--- config.mk ---
export PLATFORM = sky130hd
export DESIGN_NAME = psh_front
export DESIGN_NICKNAME = d
export VERILOG_FILES = /design/src/design/psh_pkg.sv /design/src/design/psh_front.sv
export SDC_FILE = /design/constraint.sdc
export NUM_CORES = 1
export LEC_CHECK = 0
export BUFFER_PORTS_ARGS = -buffer_cell sky130_fd_sc_hd__buf_2
export CAP_MARGIN = 20
export CORE_ASPECT_RATIO = 0.5
export CORE_MARGIN = 3
export CORE_UTILIZATION = 51
export CTS_BUF_LIST = sky130_fd_sc_hd__clkbuf_16
export DETAILED_ROUTE_END_ITERATION = 10
export PLACE_DENSITY = 0.79
export SETUP_SLACK_MARGIN = 0.1
export SLEW_MARGIN = 30
export SYNTH_ARGS = -nofsm -noshare
export SYNTH_HDL_FRONTEND = slang
export SYNTH_SLANG_ARGS = --single-unit
--- constraint.sdc ---
create_clock -name clk -period 2.4 [get_ports clk]
set_input_delay 0.36 -clock clk [delete_from_list [all_inputs] [get_ports clk]]
set_output_delay 0.36 -clock clk [all_outputs]
set_load 0.02 [all_outputs]
--- src/design/psh_pkg.sv ---
// Shared types and constants for the PC sample histogram core.
// No dependencies; used by psh_front, psh_back and the top level.
package psh_pkg;

  localparam int TABLE_DEPTH = 4096;
  localparam int ADDR_W      = $clog2(TABLE_DEPTH);
  localparam int CNT_W       = $clog2(TABLE_DEPTH + 1);
  localparam int MAX_REPORT  = 12;
  localparam int LIM_W       = 4;
  localparam int TAG_W       = 26;
  localparam int PC_W        = 32;
  localparam int HITS_W      = 32;
  localparam int LSB_W       = PC_W - TAG_W;

  localparam logic [LIM_W-1:0] LIMIT_RESET = LIM_W'(MAX_REPORT);

  localparam logic OP_RECORD = 1'b0;
  localparam logic OP_REPORT = 1'b1;

  typedef struct packed {
    logic             op;
    logic [TAG_W-1:0] tag;
  } item_t;

  typedef struct packed {
    logic  valid;
    item_t item;
  } queue_head_t;

endpackage

--- src/design/psh_front.sv ---
// Front end: takes command beats, reduces the PC to a bucket tag and queues
// them for the back end. Depends on psh_pkg.
module psh_front (
  input  logic                      clk,
  input  logic                      rst_n,
  input  logic                      start,
  output logic                      busy,
  input  logic                      in_operation,
  input  logic [psh_pkg::PC_W-1:0]  in_sample_pc,
  output psh_pkg::queue_head_t      head,
  input  logic                      pop
);

  psh_pkg::item_t q_mem_r [2];
  logic           wr_ptr_r, wr_ptr_nxt;
  logic           rd_ptr_r, rd_ptr_nxt;
  logic [1:0]     count_r, count_nxt;
  logic           push;
  logic           do_pop;
  psh_pkg::item_t new_item;

  assign busy   = (count_r == 2'd2);
  assign push   = start && !busy;
  assign do_pop = pop && (count_r != 2'd0);

  always_comb begin
    new_item.op  = in_operation;
    new_item.tag = in_sample_pc[psh_pkg::PC_W-1:psh_pkg::LSB_W];
  end

  always_comb begin
    wr_ptr_nxt = push ? ~wr_ptr_r : wr_ptr_r;
    rd_ptr_nxt = do_pop ? ~rd_ptr_r : rd_ptr_r;
    count_nxt  = count_r + {1'b0, push} - {1'b0, do_pop};
  end

  always_ff @(posedge clk) begin
    if (!rst_n) begin
      wr_ptr_r <= 1'b0;
      rd_ptr_r <= 1'b0;
      count_r  <= 2'd0;
    end else begin
      wr_ptr_r <= wr_ptr_nxt;
      rd_ptr_r <= rd_ptr_nxt;
      count_r  <= count_nxt;
    end
  end

  always_ff @(posedge clk) begin
    if (push) begin
      q_mem_r[wr_ptr_r] <= new_item;
    end
  end

  always_comb begin
    head.valid = (count_r != 2'd0);
    head.item  = q_mem_r[rd_ptr_r];
  end

endmodule

==> impl_summary.md, run 1 <==
Detailed routing
The number of design rule violations left after detail routing is 0. The final layout contains routed wiring with a total length of 3560 um. In this run, the number of DRC markers left after iteration 0 of detailed routing was 35. Dividing the detail-routed via count by the number of cells gives roughly 4.8. The first detailed-routing pass ran for 3 iterations. The remaining antenna violation count after routing is 0.

The number of vias in the routed layout is between 1000 and 1500. The per-cell routed wire length is ~15 um.

Setup path
The endpoint kind of the worst setup timing path is an output port. The worst endpoint required time is ~2000 ps. STA classifies the critical path startpoint as a register.

The worst setup path is of the reg2out kind. Along the worst path, the maximum fanout reaches 14. The arrival time reported for the critical path endpoint is roughly 1600 ps.

Clock tree
The buffer count from post-CTS setup fixing is 0. The H-tree was split into 3 levels. Clock latency on the worst-skew pair, taken at its later pin, is approximately 320 ps. The clock root buffer is sky130_fd_sc_hd__clkbuf_16. No sink is reached through more buffers than the 2 on the longest clock path. TritonCTS built the clock tree. After clock tree synthesis, the flow added hold-fix buffers numbering 0. The clock-pin slew of the registers on the worst-case setup and hold paths is approximately 50 ps. The clock sink total is 59. The post-cts gate resize count is 0.

The clock buffer count from CTS is 9.

Logic synthesis
The count of yosys warnings during synthesis is 0. The netlist uses 18 different library cells. When the netlist entered floorplanning its net count stood at around 150.

The cell accounting for the most synthesized area is sky130_fd_sc_hd__edfxtp_1. The average cell area after synthesis is roughly 21 sq um. The library cell with the highest instance count after synthesis is sky130_fd_sc_hd__edfxtp_1. Summed over its instances, the top area cell type makes up around 71% of the synthesized netlist area. By count the netlist is led by sky130_fd_sc_hd__edfxtp_1, sky130_fd_sc_hd__mux2_4, sky130_fd_sc_hd__mux2_2, sky130_fd_sc_hd__dfxtp_1, sky130_fd_sc_hd__nor2_1. The synthesized design contains 59 register bits. The number of enable-type register cells in the synthesized netlist is 54. The sequential area share after synthesis is 75.3%. The instance count of the mapped netlist is 110. The share of synthesized registers carrying an async set or reset is 0%.

The commonest register cell after synthesis is sky130_fd_sc_hd__edfxtp_1. Sorting the synthesized cells by area gives the leading types as sky130_fd_sc_hd__edfxtp_1, sky130_fd_sc_hd__mux2_4, sky130_fd_sc_hd__dfxtp_1. The summed instance area of the synthesized netlist is 0.00229 sq mm.

Timing
Setup repair after global routing left no endpoint under its margin. Final hold analysis gives a worst-case slack of roughly 230 ps. After layout, the worst setup slack is a little over 400 ps. The total setup violations reported at the end of the flow is 0. The worst clock skew is 3.91 ps. After layout, the worst path uses about 83% of the clock period. The shortest period the worst path allows is about 2000 ps. For the final routed database, the setup TNS stands at 0 ps.

The max-slew violation total from the final report is 0. The worst-case headroom to the max-slew limit is between 70 and 80%. For the pin with the worst max-slew slack, the measured transition is 438 ps. The number of hold violations in the final report is 0. Derived from the worst setup path, the maximum achievable clock frequency is approximately 0.5 GHz.

Place
The worst setup slack after placement is just over 700 ps. The quantity of I/O buffers inserted on ports is between 50 and 60. The placed instance count is about 220. The congestion estimate from routability-driven global placement came to ~0.63. The wire-length estimate of the detail-placed layout is around 2300 um.

Global route
The initial antenna violation count was 0. The aggregate global-route resource usage is between 10% and 20%. Entering global routing, the biggest net connects 28 pins. The number of global-route vias before repair is 1137.

The residual overflow from global routing is 0. The first-pass GRT wire length is roughly 5700 um.

Floorplanning
The die height is around 53 um. The core region is 0.00410 sq mm. The initial cell density of the core is a little under three fifths. The number of placement rows is 16. The floorplan step defined a die boundary enclosing between 0.005 and 0.006 sq mm. between 60 and 70 I/O pins were placed.

The width of the die is just over 100 um.

Power
The worst-case IR drop observed on VDD is 0.000663 V. Dividing total power by cell area gives a power density of approximately 1100 mW/mm^2. The leakage power of the design is approximately 0.0012 uW.

Cells and area
The post-route non-filler standard cell count is 239. The repair_antennas step left the layout with diodes totalling 0. In the final layout, the share of cells above drive strength 1 is between 50% and 60%. The area growth from synthesis to final layout is 26.4%. The final-stage net count is about 220.

Flow run
The count of max-cap constraint violations is 0.

Worst hold path
The worst hold path belongs to the class in2reg.

Run status
The flow ran to the end, and the final reports show no timing, DRC or antenna violations.
[where the power goes]
part	internal, uW	total (uW)	switching, uW
registers	1300	1390	85.3
logic	409	862	453
clock network	671	1060	387
total	2380	3310	926
[area by class of cell]
class	instances	area, sq um
sequential	59	1720
tap	54	67.6
inverter	3	11.3
clock buffer	9	225
multi-input combinational	45	504
clock inverter	7	28.8
timing repair buffer	62	330
fill	270	1210
[layer usage]
metal,part of all wire (%),up-vias,GRT usage (%)
li1,-,561,-
met1,38,546,15.9
met2,55,32,25.9
met3,6.4,6,7.24
met4,1.4,0,8.72
met5,0,-,0
[worst paths after layout]
path | start | to | slack, ps | cells after the start
worst min register to register | wr_ptr_r | wr_ptr_r | 500 | 2
worst min-delay path | in_sample_pc[21] | q_mem_r[1][15] | 230 | 1
worst max-delay path | register | head[3] | 400 | 3
worst max register to register | count_r[0] | count_r[1] | 790 | 8
[cell families (layout without fill, tap and decap cells)]
logic type	count (synthesis)	in the layout	synth area share, %
mux	28	28	17.0
simple gates	11	11	2.35
buf+inv	6	81	2.74
xor+xnor	3	3	1.15
flops	59	59	75.3
fa+ha+maj	2	2	1.09
compound gates	1	1	0.329
[stage by stage]
stage	power [uW]	util (%)	instance area, sq um
final	3310	70.4	2890
after detailed placement	2280	64.2	2640
after CTS	3360	70.4	2890
after global routing	3470	70.4	2890
after global placement	2250	64.2	2640
after floorplan	2060	-	2290
[critical path, cell delays in order, from the launching register on]
cell and delay [ps]:
sky130_fd_sc_hd__dfxtp_2 600, sky130_fd_sc_hd__buf_12 220, sky130_fd_sc_hd__mux2_2 340, sky130_fd_sc_hd__buf_2 160
[placed cells by master, fill, tap and decap left out]
cell                         n
sky130_fd_sc_hd__buf_4       2
sky130_fd_sc_hd__mux2_4     20
sky130_fd_sc_hd__edfxtp_1   54
sky130_fd_sc_hd__or2_2       1
sky130_fd_sc_hd__inv_1       5
sky130_fd_sc_hd__nand2_1     2
sky130_fd_sc_hd__ha_1        2
sky130_fd_sc_hd__and2_1      1
sky130_fd_sc_hd__xor2_1      1
sky130_fd_sc_hd__dfxtp_1     4
sky130_fd_sc_hd__buf_12      1
sky130_fd_sc_hd__mux2i_1     1
sky130_fd_sc_hd__clkbuf_16   9
sky130_fd_sc_hd__buf_2      59
sky130_fd_sc_hd__dfxtp_2     1
sky130_fd_sc_hd__o21a_1      1
sky130_fd_sc_hd__nand2b_1    2
sky130_fd_sc_hd__clkinv_2    2
sky130_fd_sc_hd__and3_1      1
sky130_fd_sc_hd__clkinv_1    3
sky130_fd_sc_hd__xnor2_1     2
sky130_fd_sc_hd__nor2_1      3
sky130_fd_sc_hd__nor2_2      1
sky130_fd_sc_hd__mux2_2      7
[sequential cells by signal (all words and copies together) (netlist names), named ones only]
name,count
wr_ptr_r,1
rd_ptr_r,1
count_r,2
q_mem_r,54
Note: power is estimated with default switching activity, not from simulation.
==> inputs of run 2 (changes only) <==
--- a/config.mk
+++ b/config.mk
@@ -9,10 +9,10 @@
 export CAP_MARGIN = 20
 export CORE_ASPECT_RATIO = 0.5
 export CORE_MARGIN = 3
-export CORE_UTILIZATION = 51
+export CORE_UTILIZATION = 46
 export CTS_BUF_LIST = sky130_fd_sc_hd__clkbuf_16
 export DETAILED_ROUTE_END_ITERATION = 10
-export PLACE_DENSITY = 0.79
+export PLACE_DENSITY = 0.75
 export SETUP_SLACK_MARGIN = 0.1
 export SLEW_MARGIN = 30
 export SYNTH_ARGS = -nofsm -noshare
==> constraint.sdc (replaced) <==
create_clock -name clk -period 1.7 [get_ports clk]
set_input_delay 0.255 -clock clk [delete_from_list [all_inputs] [get_ports clk]]
set_output_delay 0.255 -clock clk [all_outputs]
set_load 0.02 [all_outputs]
==> run 2 against run 1 <==
Compared with the run above:
- worst setup slack got worse by 310 ps
- non-clock buffer count rose by 6
- critical path type unchanged
- register-to-register slack lost 590 ps
- hold slack lost 99 ps
- clock skew is essentially flat
- utilization is 1.3 points lower
- global-route usage decreased by 1.4 points
- via count up 4.5%
- sequential share of layout area is 5.2 points lower
- combinational power rose by 96%
- largest cell class unchanged
- cell area rose by 10%
- wire length grew 11%
==> impl_summary.md, run 2 (same netlist as run 1, synthesis figures left out) <==
Place
The quantity of I/O buffers inserted on ports is 59 (unchanged). The half-perimeter wire length after placement is 2580 um (was 2350 um). The final estimated routing congestion in global placement was 0.624 (was 0.625).

Power
The clock share of power is 28.5% (was 32.0%). The leakage power of the design was 0.00130 uW (was 0.00119 uW). The internal power component is 3710 uW (was 2380 uW).

The part of the power in combinational logic is 33.3% (was 26.1%). The sequential share of power was 38.2% (was 41.9%). The worst voltage drop across the vdd grid came to 0.000793 V (was 0.000663 V). The switching part of the total is 27.1% (was 28.0%).

The switching power is 1380 uW (was 926 uW). The power per standard cell area came to 1600 mW/mm^2 (was 1140 mW/mm^2).

Floorplanning
The width of the die is 106 um (was 101 um). The number of placement rows is 17 (was 16). The die height was 55.8 um (was 53.3 um). The number of ports placed on the die boundary is 66 (unchanged). The full die area is 0.00590 sq mm (was 0.00537 sq mm). The core area came to 0.00459 sq mm (was 0.00410 sq mm).

The initial cell density of the core is 49.8% (was 55.7%).

Timing
The worst clock skew was 4.04 ps (was 3.91 ps). The total setup violations reported at the end of the flow is 0 (unchanged). RSZ-0062 raised after global routing: true (was false).

The number of hold violations in the final report is 0 (unchanged). The max-slew violation total from the final report is 0 (unchanged). The actual slew at the worst max-slew pin is 227 ps (was 438 ps). The worst-case headroom to the max-slew limit was 84.8% (was 70.8%).

The final setup TNS is 0 ps (unchanged). The shortest period the worst path allows is 1600 ps. The share of the clock period used by the worst path is a little over nine tenths. Static timing analysis puts the maximum clock frequency at about 0.62 GHz. The smallest hold slack came to 126 ps (was 225 ps).

Cells and area
The final-stage net count is 225 (was 219). The register containing the most flip-flops in the final layout is q_mem_r (unchanged). The number of diodes is 0 (unchanged). The fraction of final layout cells with drive strength greater than 1 is 58.5% (was 55.7%). The total area of multi-input combinational cells is 528 sq um (was 504 sq um).

The number of flip-flops in the largest register is 54 (unchanged). The most common library cell in the layout ignoring fill and taps is sky130_fd_sc_hd__edfxtp_1 (was sky130_fd_sc_hd__buf_2). Most frequent cells in the layout: sky130_fd_sc_hd__edfxtp_1, sky130_fd_sc_hd__buf_2, sky130_fd_sc_hd__buf_6 (was sky130_fd_sc_hd__buf_2, sky130_fd_sc_hd__edfxtp_1, sky130_fd_sc_hd__mux2_4). Largest regs: q_mem_r: 54 flops, count_r: 2 flops (unchanged).

The fill cell total of the finished layout came to 314 (was 270). The area taken by flip-flops and latches is 0.00173 sq mm (was 0.00172 sq mm). The area growth from synthesis to final layout came to 39.0% (was 26.4%).

Detailed routing
The number of design rule violations left after detail routing is 0 (unchanged). The count of TritonRoute iterations in the first routing pass was 4 (was 3). The number of design-rule violations left by the first detailed-router iteration came to 57 (was 35). The remaining antenna violation count after routing is 0 (unchanged). The detailed-route wire length is 3960 um (was 3560 um). The number of vias in the routed layout is 1197 (was 1145).

The average via count per standard cell is 4.71 (was 4.79). The per-cell routed wire length is 15.6 um (was 14.9 um).

Clock tree
The clock sink total is 59 (unchanged). The hold buffer count at cts is 0 (unchanged). The clock buffer count from CTS was 9 (unchanged).

The clock network latency to the later pin of the worst-skew pair was 320 ps (about the same). The number of H-tree branching levels is 3 (unchanged). The maximum buffer depth of the clock tree is 2 (unchanged). The TritonCTS clock tree is built (unchanged).

The clock-pin slew of the registers on the worst-case setup and hold paths is 40 ps (was 50 ps). The clock root buffer is sky130_fd_sc_hd__clkbuf_16 (unchanged).

Setup path
The register-to-register setup slack is 200 ps (was 790 ps). The startpoint of the worst register-to-register path is count_r[1] (was count_r[0]). The endpoint kind of the worst setup timing path is an output port (unchanged). The worst endpoint required time is 1440 ps (was 2040 ps).

The critical path class is reg2out (unchanged). The arrival time reported for the critical path endpoint was 1350 ps (was 1640 ps). The path depth of the worst reg2reg path is 7 (was 8).

The worst setup path endpoint was head[11] (was head[3]). The category of the worst setup path launch point is a register (unchanged). The capture point of the worst reg-to-reg path is count_r[1] (unchanged). The largest driver fanout on the critical path was 6 (was 14).

Global route
The first-pass GRT wire length is 5940 um (was 5710 um). The initial antenna violation count came to 0 (unchanged). The residual overflow from global routing was 0 (unchanged). The aggregate global-route resource usage is 13.9% (was 15.3%).

The largest net degree at the start of global routing is 17 (was 28). The number of global-route vias before repair is 1259 (was 1137).

Worst hold path
The worst hold path class is in2reg (unchanged).

Run status
Status: completed (unchanged).

Flow run
The count of max-cap constraint violations came to 0 (unchanged).
==> run 2: cell count changes in the layout (fill, tap and decap cells not counted), sizes merged <==
cell    before  now
buf         62   66
inv          5    6
clkinv       5    1
clkbuf       9   11
==> run 2: power by group through the flow <==
stage / logic [uW] / registers (uW) / clock network (uW)
5_1_grt: 1790 / 1960 / 1570
4_1_cts: 1350 / 1920 / 1480
3_5_place_dp: 1320 / 1940 / 0
3_3_place_gp: 1300 / 1920 / 0
2_1_floorplan: 1000 / 1910 / 0
6_report: 1690 / 1940 / 1450
==> run 2: through the flow <==
step                total power (uW)  instances  worst slack, ps  instance area, sq um  util, %
global route                    5330        254             56.8                  3180     69.2
floorplan                       2920        110              108                  2290        -
detailed placement              3260        239              152                  2690     58.5
CTS                             4750        252             56.2                  2940     64.0
finish                          5090        254             97.2                  3180     69.2
global placement                3220        239              217                  2690     58.5
==> run 2: cell type report <==
class	instances	share of cell area [%]
repair buffers	68	18.5
multi-input cells	45	16.6
inverters	3	0.354
clock inverters	4	0.472
clock buffers	9	7.09
well taps	66	2.60
flip-flops and latches	59	54.4
==> run 2: repair_timing <==
action	in CTS	in global routing
setup buffers	0	0
gates cloned	0	2
resized for setup	3	60
endpoints found under the setup margin	14	27
pin swaps	0	1
==> run 2: per-layer routing <==
metal  up-vias  wire, um  track usage, %
met5         -         0               0
met1       597      1550            13.4
met4         0        58            5.54
met3         4       219            7.76
met2        29      2130            24.9
li1        567         -               -
==> run 2: worst min-delay path by stage <==
| stage | start | to | cells past startpoint |
|---|---|---|---|
| after floorplan | in_sample_pc[6] | q_mem_r[0][0] | 0 |
| after global placement | in_sample_pc[23] | q_mem_r[0][17] | 1 |
| after detailed placement | in_sample_pc[8] | q_mem_r[0][2] | 1 |
| after CTS | in_sample_pc[16] | q_mem_r[0][10] | 1 |
| after global routing | in_sample_pc[27] | q_mem_r[1][21] | 1 |
| final | in_sample_pc[8] | q_mem_r[1][2] | 1 |
==> run 2: worst max-delay path, cell delays in order, from the launching register on <==
cell and delay, ps:
sky130_fd_sc_hd__dfxtp_4 410, sky130_fd_sc_hd__clkbuf_16 180, sky130_fd_sc_hd__mux2_4 310, sky130_fd_sc_hd__buf_6 130
